<file path="src/rtl/linear_interp_resampler_to_48k_core_assert.svh">
// ---------------------------------------------------------------------------
// Assertion macros for the 48 kHz linear interpolation resampler
// Clocked on clk, disabled while rst_n is low.
// ---------------------------------------------------------------------------
`ifndef LINEAR_INTERP_RESAMPLER_TO_48K_CORE_ASSERT_SVH
`define LINEAR_INTERP_RESAMPLER_TO_48K_CORE_ASSERT_SVH

// same-cycle implication
`define LIR_ASSERT_IMPL(label, ante, cons, msg) \
  label: assert property (@(posedge clk) disable iff (!rst_n) (ante) |-> (cons)) \
    else $error(msg);

// next-cycle implication
`define LIR_ASSERT_NEXT(label, ante, cons, msg) \
  label: assert property (@(posedge clk) disable iff (!rst_n) (ante) |=> (cons)) \
    else $error(msg);

`endif

</file>
<file path="src/rtl/lir48_pkg.sv">
// ---------------------------------------------------------------------------
// lir48_pkg
// Shared constants and types of the 48 kHz linear interpolation resampler.
// ---------------------------------------------------------------------------
`default_nettype none

package lir48_pkg;

  localparam int unsigned OUT_RATE  = 48000;
  localparam int unsigned RATE_MIN  = (OUT_RATE + 5) / 6;
  localparam int unsigned SPAN_CAP  = 6;

  // 48000 = 375 << 7; divide by 375 through a reciprocal
  localparam int unsigned DIV_SHIFT = 7;
  localparam int unsigned DIV_ODD   = 375;
  localparam logic [23:0] RECIP     = 24'd11453246;

  localparam logic [0:0] REG_SOURCE_RATE   = 1'b0;
  localparam logic [0:0] REG_CHANNELS      = 1'b1;
  localparam logic [1:0] CH_STEREO         = 2'd2;

  typedef enum logic [1:0] {
    SEQ_IDLE,
    SEQ_SPAN,
    SEQ_HOLD
  } seq_state_t;

  typedef struct packed {
    logic signed [15:0] mono;
    logic               last;
  } frame_t;

  typedef struct packed {
    logic full;
    logic empty;
  } fifo_stat_t;

  typedef struct packed {
    logic               hold;
    logic               mark;
    logic signed [15:0] prev;
    logic signed [15:0] cur;
    logic        [15:0] phase;
  } issue_t;

  typedef struct packed {
    logic               hold;
    logic               mark;
    logic signed [15:0] cur;
  } side_t;

endpackage

`default_nettype wire

</file>
<file path="src/rtl/linear_interp_resampler_to_48k_core.sv">
// An accepted frame passes through the frame queue, the sequencer and the datapath registers
//   before its first output sample. The sequencer issues one output request per cycle while
//   the datapath is not stalled, and takes the next frame only once a frame's outputs are done.
// The datapath streams one output per cycle and freezes while a result waits on out_tready.
// Reset (synchronous, rst_n low): clears the clip state and the queues and
//   restores the 48 kHz source rate and mono mode.
// ---------------------------------------------------------------------------
// linear_interp_resampler_to_48k_core
// Linear interpolation resampler from 8..48 kHz mono or stereo to 48 kHz mono.
// ---------------------------------------------------------------------------
`default_nettype none

module linear_interp_resampler_to_48k_core (
  input  wire         clk,
  input  wire         rst_n,
  input  wire         cfg_we,
  input  wire  [0:0]  cfg_index,
  input  wire  [15:0] cfg_wdata,
  input  wire         in_tvalid,
  output logic        in_tready,
  input  wire  [31:0] in_tdata,   // left_sample[15:0], right_sample[31:16]
  input  wire         in_tlast,
  output logic        out_tvalid,
  input  wire         out_tready,
  output logic [15:0] out_tdata,  // out_sample[15:0]
  output logic        out_tlast
);
  import lir48_pkg::*;

  `include "linear_interp_resampler_to_48k_core_assert.svh"

  logic [15:0] rate_r;
  logic        stereo_r;
  logic [15:0] rate_clamped;

  frame_t      head;
  fifo_stat_t  fifo_stat;
  logic        pop;
  logic        pipe_en;
  logic        issue_valid;
  issue_t      issue;

  assign rate_clamped = (cfg_wdata < 16'(RATE_MIN)) ? 16'(RATE_MIN) :
                        (cfg_wdata > 16'(OUT_RATE)) ? 16'(OUT_RATE) : cfg_wdata;

  always_ff @(posedge clk) begin
    if (!rst_n) begin
      rate_r   <= 16'(OUT_RATE);
      stereo_r <= 1'b0;
    end else if (cfg_we) begin
      unique case (cfg_index)
        REG_SOURCE_RATE: rate_r   <= rate_clamped;
        REG_CHANNELS:    stereo_r <= (cfg_wdata[1:0] == CH_STEREO);
        default:         rate_r   <= rate_r;
      endcase
    end
  end

  lir48_front u_front (
    .clk       (clk),
    .rst_n     (rst_n),
    .stereo    (stereo_r),
    .in_tvalid (in_tvalid),
    .in_tready (in_tready),
    .in_tdata  (in_tdata),
    .in_tlast  (in_tlast),
    .pop       (pop),
    .head      (head),
    .stat      (fifo_stat)
  );

  lir48_seq u_seq (
    .clk         (clk),
    .rst_n       (rst_n),
    .rate        (rate_r),
    .head        (head),
    .fifo_stat   (fifo_stat),
    .pop         (pop),
    .pipe_en     (pipe_en),
    .issue_valid (issue_valid),
    .issue       (issue)
  );

  lir48_pipe u_pipe (
    .clk         (clk),
    .rst_n       (rst_n),
    .pipe_en     (pipe_en),
    .issue_valid (issue_valid),
    .issue       (issue),
    .out_tvalid  (out_tvalid),
    .out_tready  (out_tready),
    .out_tdata   (out_tdata),
    .out_tlast   (out_tlast)
  );

  `LIR_ASSERT_NEXT(a_issue_hold, issue_valid && !pipe_en, issue_valid && $stable(issue), "stalled request changed")
  `LIR_ASSERT_NEXT(a_queue_fill, in_tvalid && in_tready, !fifo_stat.empty, "accepted frame not queued")
  `LIR_ASSERT_IMPL(a_stall_freeze, out_tvalid && !out_tready, !pipe_en, "datapath moved while output stalled")

endmodule

`default_nettype wire

</file>
<file path="src/rtl/lir48_fifo.sv">
// ---------------------------------------------------------------------------
// lir48_fifo
// Two-entry frame queue between the front end and the sequencer.
// ---------------------------------------------------------------------------
`default_nettype none

module lir48_fifo (
  input  wire                   clk,
  input  wire                   rst_n,
  input  wire                   push,
  input  lir48_pkg::frame_t     push_data,
  input  wire                   pop,
  output lir48_pkg::frame_t     head,
  output lir48_pkg::fifo_stat_t stat
);
  import lir48_pkg::*;

  frame_t     mem_r [2];
  logic       wr_ptr_r;
  logic       rd_ptr_r;
  logic [1:0] cnt_r;

  assign head       = mem_r[rd_ptr_r];
  assign stat.full  = (cnt_r == 2'd2);
  assign stat.empty = (cnt_r == 2'd0);

  always_ff @(posedge clk) begin
    if (!rst_n) begin
      wr_ptr_r <= 1'b0;
      rd_ptr_r <= 1'b0;
      cnt_r    <= 2'd0;
    end else begin
      if (push) wr_ptr_r <= ~wr_ptr_r;
      if (pop)  rd_ptr_r <= ~rd_ptr_r;
      unique case ({push, pop})
        2'b10:   cnt_r <= cnt_r + 2'd1;
        2'b01:   cnt_r <= cnt_r - 2'd1;
        default: cnt_r <= cnt_r;
      endcase
    end
  end

  always_ff @(posedge clk) begin
    if (push) mem_r[wr_ptr_r] <= push_data;
  end

endmodule

`default_nettype wire

</file>
<file path="src/rtl/lir48_front.sv">
// ---------------------------------------------------------------------------
// lir48_front
// Accept source frames, fold stereo to mono and queue them.
// ---------------------------------------------------------------------------
`default_nettype none

module lir48_front (
  input  wire                   clk,
  input  wire                   rst_n,
  input  wire                   stereo,
  input  wire                   in_tvalid,
  output logic                  in_tready,
  input  wire  [31:0]           in_tdata,  // left_sample[15:0], right_sample[31:16]
  input  wire                   in_tlast,
  input  wire                   pop,
  output lir48_pkg::frame_t     head,
  output lir48_pkg::fifo_stat_t stat
);
  import lir48_pkg::*;

  logic signed [15:0] left;
  logic signed [15:0] right;
  logic signed [16:0] sum;
  logic signed [16:0] half;
  frame_t             frame;
  logic               push;

  assign left  = $signed(in_tdata[15:0]);
  assign right = $signed(in_tdata[31:16]);
  assign sum   = 17'(left) + 17'(right);
  // round toward zero
  assign half  = (sum + $signed({16'd0, sum[16]})) >>> 1;

  assign frame.mono = stereo ? half[15:0] : left;
  assign frame.last = in_tlast;

  assign in_tready = ~stat.full;
  assign push      = in_tvalid & in_tready;

  lir48_fifo u_fifo (
    .clk       (clk),
    .rst_n     (rst_n),
    .push      (push),
    .push_data (frame),
    .pop       (pop),
    .head      (head),
    .stat      (stat)
  );

endmodule

`default_nettype wire

</file>
<file path="src/rtl/lir48_seq.sv">
// ---------------------------------------------------------------------------
// lir48_seq
// Walk the phase per queued frame and issue one output request per cycle unless the datapath stalls.
// ---------------------------------------------------------------------------
`default_nettype none

module lir48_seq (
  input  wire                   clk,
  input  wire                   rst_n,
  input  wire  [15:0]           rate,
  input  lir48_pkg::frame_t     head,
  input  lir48_pkg::fifo_stat_t fifo_stat,
  output logic                  pop,
  input  wire                   pipe_en,
  output logic                  issue_valid,
  output lir48_pkg::issue_t     issue
);
  import lir48_pkg::*;

  seq_state_t         state_r, state_nxt;
  logic signed [15:0] prev_r, prev_nxt;
  logic signed [15:0] cur_r, cur_nxt;
  logic               last_r, last_nxt;
  logic               have_r, have_nxt;
  logic        [16:0] phase_r, phase_nxt;
  logic        [2:0]  k_r, k_nxt;

  logic [16:0] r_adv;
  logic [16:0] r_wrap;
  logic [16:0] r_end;
  logic [17:0] r_adv2;
  logic        k_ok;
  logic        k1_ok;
  logic        more_span;
  logic        hold_any;

  always_ff @(posedge clk) begin
    if (!rst_n) begin
      state_r <= SEQ_IDLE;
      prev_r  <= '0;
      cur_r   <= '0;
      last_r  <= 1'b0;
      have_r  <= 1'b0;
      phase_r <= '0;
      k_r     <= '0;
    end else begin
      state_r <= state_nxt;
      prev_r  <= prev_nxt;
      cur_r   <= cur_nxt;
      last_r  <= last_nxt;
      have_r  <= have_nxt;
      phase_r <= phase_nxt;
      k_r     <= k_nxt;
    end
  end

  assign r_adv     = phase_r + 17'(rate);
  assign r_adv2    = 18'(r_adv) + 18'(rate);
  assign r_wrap    = (phase_r >= 17'(OUT_RATE)) ? phase_r - 17'(OUT_RATE) : 17'd0;
  assign r_end     = (r_adv >= 17'(OUT_RATE)) ? r_adv - 17'(OUT_RATE) : 17'd0;
  assign k_ok      = (k_r < 3'(SPAN_CAP));
  assign k1_ok     = (({1'b0, k_r} + 4'd1) < 4'(SPAN_CAP));
  assign more_span = k1_ok && (r_adv < 17'(OUT_RATE));
  assign hold_any  = (r_end + 17'(rate)) <= 17'(OUT_RATE);

  always_comb begin
    state_nxt   = state_r;
    prev_nxt    = prev_r;
    cur_nxt     = cur_r;
    last_nxt    = last_r;
    have_nxt    = have_r;
    phase_nxt   = phase_r;
    k_nxt       = k_r;
    pop         = 1'b0;
    issue_valid = 1'b0;
    issue.hold  = 1'b0;
    issue.mark  = 1'b0;
    issue.prev  = prev_r;
    issue.cur   = cur_r;
    issue.phase = phase_r[15:0];

    unique case (state_r)
      SEQ_IDLE: begin
        if (!fifo_stat.empty) begin
          pop      = 1'b1;
          cur_nxt  = head.mono;
          last_nxt = head.last;
          k_nxt    = '0;
          if (have_r) begin
            state_nxt = SEQ_SPAN;
          end else begin
            phase_nxt = '0;
            if (head.last) begin
              state_nxt = SEQ_HOLD;
            end else begin
              prev_nxt = head.mono;
              have_nxt = 1'b1;
            end
          end
        end
      end

      SEQ_SPAN: begin
        if (k_ok && (phase_r < 17'(OUT_RATE))) begin
          issue_valid = 1'b1;
          issue.mark  = last_r && !more_span && !hold_any;
          if (pipe_en) begin
            phase_nxt = r_adv;
            k_nxt     = k_r + 3'd1;
          end
        end else begin
          phase_nxt = r_wrap;
          k_nxt     = '0;
          if (last_r) begin
            state_nxt = SEQ_HOLD;
          end else begin
            prev_nxt  = cur_r;
            have_nxt  = 1'b1;
            state_nxt = SEQ_IDLE;
          end
        end
      end

      SEQ_HOLD: begin
        if (k_ok && (r_adv <= 17'(OUT_RATE))) begin
          issue_valid = 1'b1;
          issue.hold  = 1'b1;
          issue.mark  = !(k1_ok && (r_adv2 <= 18'(OUT_RATE)));
          if (pipe_en) begin
            phase_nxt = r_adv;
            k_nxt     = k_r + 3'd1;
          end
        end else begin
          prev_nxt  = '0;
          phase_nxt = '0;
          have_nxt  = 1'b0;
          k_nxt     = '0;
          state_nxt = SEQ_IDLE;
        end
      end

      default: state_nxt = SEQ_IDLE;
    endcase
  end

endmodule

`default_nettype wire

</file>
<file path="src/rtl/lir48_pipe.sv">
// ---------------------------------------------------------------------------
// lir48_pipe
// Interpolation datapath: weighted sum, exact divide by 48000, output register.
// ---------------------------------------------------------------------------
`default_nettype none

module lir48_pipe (
  input  wire               clk,
  input  wire               rst_n,
  output logic              pipe_en,
  input  wire               issue_valid,
  input  lir48_pkg::issue_t issue,
  output logic              out_tvalid,
  input  wire               out_tready,
  output logic [15:0]       out_tdata,  // out_sample[15:0]
  output logic              out_tlast
);
  import lir48_pkg::*;

  logic               v1_r, v2_r, v3_r, v4_r, v5_r;
  side_t              s1_r, s2_r, s3_r, s4_r, s5_r, s_in;

  logic signed [33:0] prod1_r, base1_r;
  logic signed [33:0] num2_r;
  logic        [23:0] x3_r, x4_r, x5_r;
  logic               neg3_r, neg4_r, neg5_r;
  logic        [15:0] qe4_r, qe5_r;
  logic        [24:0] t5_r;

  logic               out_valid_r;
  logic        [15:0] out_data_r;
  logic               out_last_r;

  logic signed [16:0] diff;
  logic signed [33:0] prod1_nxt;
  logic signed [33:0] base1_nxt;
  logic        [33:0] num_mag;
  logic        [47:0] recip_prod;
  logic        [24:0] t5_nxt;
  logic        [24:0] rem;
  logic        [16:0] q;
  logic        [16:0] q_signed;

  assign pipe_en = ~out_valid_r | out_tready;

  assign s_in.hold = issue.hold;
  assign s_in.mark = issue.mark;
  assign s_in.cur  = issue.cur;

  assign diff       = 17'(issue.cur) - 17'(issue.prev);
  assign prod1_nxt  = 34'(diff) * 34'($signed({1'b0, issue.phase}));
  assign base1_nxt  = 34'(issue.prev) * $signed(34'(OUT_RATE));
  assign recip_prod = 48'(x3_r) * 48'(RECIP);
  assign t5_nxt     = 25'(qe4_r) * 25'(DIV_ODD);
  assign rem        = 25'(x5_r) - t5_r;
  assign q          = (rem >= 25'(DIV_ODD)) ? 17'(qe5_r) + 17'd1 : 17'(qe5_r);
  assign q_signed   = neg5_r ? 17'd0 - q : q;

  assign num_mag = num2_r[33] ? 34'(-num2_r) : 34'(num2_r);

  always_ff @(posedge clk) begin
    if (!rst_n) begin
      v1_r        <= 1'b0;
      v2_r        <= 1'b0;
      v3_r        <= 1'b0;
      v4_r        <= 1'b0;
      v5_r        <= 1'b0;
      out_valid_r <= 1'b0;
    end else if (pipe_en) begin
      v1_r        <= issue_valid;
      v2_r        <= v1_r;
      v3_r        <= v2_r;
      v4_r        <= v3_r;
      v5_r        <= v4_r;
      out_valid_r <= v5_r;
    end
  end

  always_ff @(posedge clk) begin
    if (pipe_en) begin
      s1_r    <= s_in;
      prod1_r <= prod1_nxt;
      base1_r <= base1_nxt;

      s2_r    <= s1_r;
      num2_r  <= base1_r + prod1_r;

      s3_r    <= s2_r;
      neg3_r  <= num2_r[33];
      x3_r    <= num_mag[DIV_SHIFT+23:DIV_SHIFT];

      s4_r    <= s3_r;
      neg4_r  <= neg3_r;
      x4_r    <= x3_r;
      qe4_r   <= recip_prod[47:32];

      s5_r    <= s4_r;
      neg5_r  <= neg4_r;
      x5_r    <= x4_r;
      qe5_r   <= qe4_r;
      t5_r    <= t5_nxt;

      out_data_r <= s5_r.hold ? s5_r.cur : q_signed[15:0];
      out_last_r <= s5_r.mark;
    end
  end

  assign out_tvalid = out_valid_r;
  assign out_tdata  = out_data_r;
  assign out_tlast  = out_last_r;

endmodule

`default_nettype wire

</file>
<file path="config.mk">
export PLATFORM = sky130hd
export DESIGN_NAME = linear_interp_resampler_to_48k_core
export DESIGN_NICKNAME = d
export VERILOG_FILES = /design/src/rtl/lir48_pkg.sv /design/src/rtl/linear_interp_resampler_to_48k_core.sv /design/src/rtl/lir48_fifo.sv /design/src/rtl/lir48_front.sv /design/src/rtl/lir48_seq.sv /design/src/rtl/lir48_pipe.sv
export VERILOG_INCLUDE_DIRS = /design/src /design/src/rtl
export SDC_FILE = /design/constraint.sdc
export NUM_CORES = 2
export LEC_CHECK = 0
export ABC_AREA = 1
export ABC_CLOCK_PERIOD_IN_PS = 10550
export BUFFER_PORTS_ARGS = -buffer_cell sky130_fd_sc_hd__buf_4
export CAP_MARGIN = 20
export CORE_UTILIZATION = 33
export DETAILED_ROUTE_END_ITERATION = 10
export GPL_TIMING_DRIVEN = 0
export SYNTH_ARGS = -nofsm -noshare
export SYNTH_HDL_FRONTEND = slang
export SYNTH_SLANG_ARGS = --single-unit
</file>
<file path="constraint.sdc">
create_clock -name clk -period 10.55 [get_ports clk]
set_clock_uncertainty 0.2 [all_clocks]
set_input_delay 0.5275 -clock clk [delete_from_list [all_inputs] [get_ports clk]]
set_output_delay 0.5275 -clock clk [all_outputs]
set_load 0.02 [all_outputs]
</file>
==> Word-level counts from Yosys, hierarchy flattened <==
Memory sizes are Yosys's and may differ from the RTL's. A register that Yosys moved wholly into a read port is not among the register bits.
Index checks and enable logic that the tools add are counted.
Widths: inputs -> output; s select.
{ "totals": {"reg_bits": 417, "ram_bits": 34, "in_bits": 55, "out_inout_bits": 19, "wordCells": 177, "mem_count": 1} }
{ "classes": {"addsub": 17, "mul": 4, "order_cmp": 12, "n_eq_ne": 13, "n_mux": 54, "bitwise": 8, "reduce_logical": 21} }
{ "memory_table": {"columns": ["name", "words", "word_bits", "rd", "rd_ports_with_merged_regs", "write_ports", "line_no", "source"], "rows": [
  ["u_front.u_fifo.mem_r", 2, 17, 1, 1, 1, "lir48_fifo.sv:18", "frame_t mem_r [2];"]
]} }
{ "op_table": {"columns": ["cell", "count"], "rows": [
  ["$mux 16", 12],
  ["$mux 17", 7],
  ["$pmux 17 s3", 1],
  ["$pmux 16 s3", 1],
  ["$mul 24x23->47 const B", 1],
  ["$add 17x16->17", 2],
  ["$add 34x34->34", 1],
  ["$ge 17x16->1 const B", 2],
  ["$le 17x16->1 const B", 2],
  ["$lt 17x16->1 const B", 2],
  ["$mul 17x17->34", 1],
  ["$sub 17x16->17 const B", 2],
  ["$mux 31", 1],
  ["$neg 31->31", 1],
  ["$mul 16x10->26 const B", 1],
  ["$ge 25x9->1 const B", 1],
  ["$mul 16x9->25 const B", 1],
  ["$sub 24x25->25", 1],
  ["$add 17x16->18", 1],
  ["$le 18x16->1 const B", 1],
  ["$add 16x16->17", 1],
  ["$add 17x2->17", 1],
  ["$sub 16x16->17", 1],
  ["$add 16x1->16 const B", 1],
  ["34 further kinds", 83]
]} }

==> Longest topological paths before layout <==
{ "logic_depth": {"ltp_word": 9, "ltp_mapped": 46} }

==> Cells and area by module <==
A second synthesis with hierarchy kept.
{ "hier_totals": {"hier_cells": 5910, "hier_area_um2": 52927.0} }
{ "modules_own_cells": {"columns": ["module", "n_inst", "cells_per_inst", "area_per_inst_um2", "seq_area_each_um2"], "rows": [
  ["lir48_pipe", 1, 4355, 42650.9, 10029.6],
  ["lir48_seq", 1, 976, 6092.1, 1121.1],
  ["lir48_front", 1, 355, 1755.4, 0.0],
  ["lir48_fifo", 1, 88, 1507.7, 1121.1],
  ["linear_interp_resampler_to_48k_core", 1, 136, 920.9, 340.3]
]} }

==> Worst setup path before layout <==
No wires, ideal clock.
{ "synth_timing": {"path_type": "input -> register", "startpoint": "input out_tready", "endpoint": "register u_pipe.v1_r", "setup_time_ps": 182, "t_arrival_ps": 10602, "slack_ps": -434, "stages": 5, "n_path_buf": 1, "cell_sequence": "nor2_1 > clkinv_1 > clkbuf_1 > o21ai_0 > a21oi_1"} }
{ "synth_via": {"elab_chain_len": 1} }
{ "synth_lines": {"columns": ["element", "line_no", "source"], "rows": [
  ["from (decl)", "linear_interp_resampler_to_48k_core.sv:24", "input wire out_tready,"],
  ["$or 1x1->1", "lir48_pipe.sv:44", "assign pipe_en = ~out_valid_r | out_tready;"],
  ["to (signal assigned)", "lir48_pipe.sv:70", "v1_r <= issue_valid;"],
  ["to (decl)", "lir48_pipe.sv:20", "logic v1_r, v2_r, v3_r, v4_r, v5_r;"]
]} }
Every way passes these cells.
A chain may end at the register's enable or synchronous reset.

==> Final worst setup path <==
{ "layout_timing": {"startpoint": "register u_seq.prev_r[2]", "endpoint": "register u_pipe.prod1_r[32], data pin"} }
{ "layout_via": {"elab_chain_len": 2} }
{ "layout_lines": {"columns": ["element", "line_no", "source"], "rows": [
  ["from (decl)", "lir48_seq.sv:21", "logic signed [15:0] prev_r, prev_nxt;"],
  ["from (signal assigned)", "lir48_seq.sv:48", "prev_r <= prev_nxt;"],
  ["$sub 16x16->17", "lir48_pipe.sv:50", "assign diff = 17'(issue.cur) - 17'(issue.prev);"],
  ["$mul 17x17->34", "lir48_pipe.sv:51", "assign prod1_nxt = 34'(diff) * 34'($signed({1'b0, issue.phase}));"],
  ["named net u_pipe.prod1_nxt[32]", "lir48_pipe.sv:35", "logic signed [33:0] prod1_nxt;"],
  ["to (signal assigned)", "lir48_pipe.sv:82", "prod1_r <= prod1_nxt;"],
  ["to (decl)", "lir48_pipe.sv:23", "logic signed [33:0] prod1_r, base1_r;"]
]} }
The timed path passes the listed nets, and every way through them passes these cells.

==> results.toml <==
[route]
vias_per_cell = 4.71
drc_errors = 0
dr.pass1.iters = 5
ant_nets = 0
wl_per_cell_um = 15.7
wirelength_um = 120000
vias = 35966
drtIter0Drc = 1786

[synthesis]
synthesis.area_um2 = 50600
synth.top_cell.area_share = 0.267
yosysWarnings = 0
yosys.cell_types.count = 58
ys_seq_area_frac = 0.249
async_flop_share = 0
yosys.area.top_type = "fa_1"
synth_area_leaders = "fa_1 27%, edfxtp_1 22%, ha_1 15%"
syn_inst = 5420
ys_ff_latch = 448
synth_edf_count = 364
synthFlopType = "edfxtp_1"
synth_nets = 6753
synth_area_per_cell_um2 = 9.34

[layout]
multi_input_area_um2 = 33300
regArea_um2 = 12600
mostFrequentLayoutCells = "1,159 x inv_1, 843 x nand2_1, 675 x fa_1"
fillers = 15445
nets = 6901
utilization = 0.367
syn_to_final_growth_pct = 10.2
final_common_cell = "inv_1"
antenna_cells = 0
drive_gt1_frac = 0.0396

[critical_path]
regToRegSetupSlack_ns = 0.72
cp.required_ns = 10.78
cp-end-kind = "flop"
cp_common_cell = "nand2_1"
cp.arrival_ns = 10.06
worstPathMaxFanout = 11
critical_path_class = "reg2reg"
slowest_delay_ns = 0.65
timing.critical_path.slowest_stage_cell = "dfxtp_1"
setup.worst_path.start_class = "flop"

[timing]
setup-tns-final_ns = 0
setup_viol = 0
relSlewSlack = 0.257
slew_violations = 0
fmax_mhz = 102
layout_min_cycle_time_ns = 9.83
max_slew.worst_pin.slew_ns = 1.11
finalCritPeriodShare = 0.932
rsz0062_at_grt = "false"
finalHoldViolCount = 0
setup_slack_ns = 0.720

[grt]
grt_pass1_wl_um = 196000
grt_pass1_vias = 37946
grt.total_usage = 0.157
grt_antenna_before_repair = 1
grt_overflow_total = 0
grt_max_degree = 120

[cts]
clkSinkCount = 448
cts_buffer_depth = 3
h-tree-depth = 2
cts_made_buffers = 49
clk_latency_ns = 0.63
cts_tree = "built"
root_buffer = "clkbuf_16"
clkSlewWorstSetupHoldPaths_ns = 0.06

[die]
die_h_um = 394
num_rows = 143
die_w_um = 394
die_area_um2 = 155000
io_pins = 74
core_area_um2 = 152000
start_util = 0.333

[job]
maxCapViolations = 0

[place]
place_ws_ns = 0.600
dpl.hpwl_um = 98400
gp_congestion = 0.900
portBuffers = 73

[run_status]
status = "finished clean"

[min_path]
min_path_type = "in2reg"
## cells by family after synthesis
group                      Yosys count  share of synthesized area
and+or+nand+nor                   1531                      0.125
adders and majority gates         1278                      0.416
AOI/OAI and AO/OA                  658                     0.0727
muxes                               16                    0.00316
xor gates and xnor gates           234                     0.0405
buffers and inverters             1255                     0.0934
DFF                                448                      0.249
## flip-flops by register name, summed over array words and instances, names as in the netlist, 17 cells and up, named ones only
register              count
u_pipe.x4_r              24
u_pipe.s4_r              18
u_pipe.x3_r              24
u_seq.phase_r            17
u_pipe.s3_r              18
u_front.u_fifo.mem_r     34
u_pipe.x5_r              24
u_pipe.base1_r           26
u_pipe.prod1_r           34
u_pipe.s1_r              18
u_pipe.s2_r              18
u_pipe.num2_r            32
u_pipe.s5_r              18
u_pipe.t5_r              25
## metrics by stage
stage | std cells | area, um^2 | hold WS, ns
global route | 7638 | 55800 | 0.0261
finish | 7638 | 55800 | 0.0256
detailed placement | 7527 | 53800 | 0.205
floorplan | 5420 | 50600 | 0.200
global placement | 7523 | 53700 | 0.202
CTS | 7639 | 55800 | 0.000118
## timing repair
action / CTS / global route
gates resized for setup: 0 / 0
setup endpoints to repair: 0 / 1
hold buffers: 21 / 0
buffers inserted: 0 / 0
endpoints found under the hold margin: 22 / 0
## final cells by class
cell class,instances,share of cell area
Buffer,77,0.00569
Clock buffer,56,0.0224
Clock inverter,35,0.00897
Inverter,1177,0.0792
Multi-Input combinational cell,3717,0.597
Sequential cell,448,0.226
Tap cell,2030,0.0455
Timing Repair Buffer,98,0.0156
## critical path: cells and delay by family, from the launching register on
kind	cells	cell delay (ns)
buffers and inverters	7	0.89
AO/OA/AOI/OAI	9	1.86
XOR/XNOR	1	0.25
adder cells (fa/ha/maj)	8	3.74
AND/OR/NAND/NOR	20	2.06
flip-flops	1	0.65
## cells in the mapped netlist, types with 5 or more instances
library cell	number
edfxtp_1	364
ha_1	603
and2_1	5
or2_2	16
o21ai_1	7
nand2_1	843
o2111ai_1	6
o21a_1	9
fa_1	675
o21ai_2	9
o21bai_1	18
nand3b_1	8
nand2_2	8
nor2_1	380
o21ai_0	172
clkinv_1	14
nor3_1	49
nor4_1	25
xnor2_1	67
dfxtp_1	84
a31oi_1	31
nor2_2	5
a21oi_1	330
a211oi_1	25
mux2i_1	16
inv_1	1159
nand3_1	144
clkbuf_1	69
nand4_1	33
a21o_1	9
o211ai_1	17
xor2_1	167
## path summary, 6_finish.rpt
kind / startpoint / endpoint / cells after the start
setup / recovery: u_seq.prev_r[2] / u_pipe.prod1_r[32] / 45
hold / removal: in_tdata[15] / u_front.u_fifo.mem_r[1][16] / 3
setup reg to reg: u_seq.prev_r[2] / u_pipe.prod1_r[32] / 45
hold reg to reg: u_pipe.s2_r[12] / u_pipe.s3_r[12] / 0
## layer usage
| metal | GRT usage | vias to the layer above | wire length [um] |
|---|---|---|---|
| li1 | - | 17542 | - |
| met1 | 0.199 | 17453 | 51600 |
| met2 | 0.275 | 766 | 58200 |
| met3 | 0.0201 | 205 | 5520 |
| met4 | 0.0548 | 0 | 4230 |
| met5 | 0 | - | 0 |
Power is left out: the tool's default activity adds up to more than one toggle a clock period on the data nets, which glitch-free logic cannot reach.
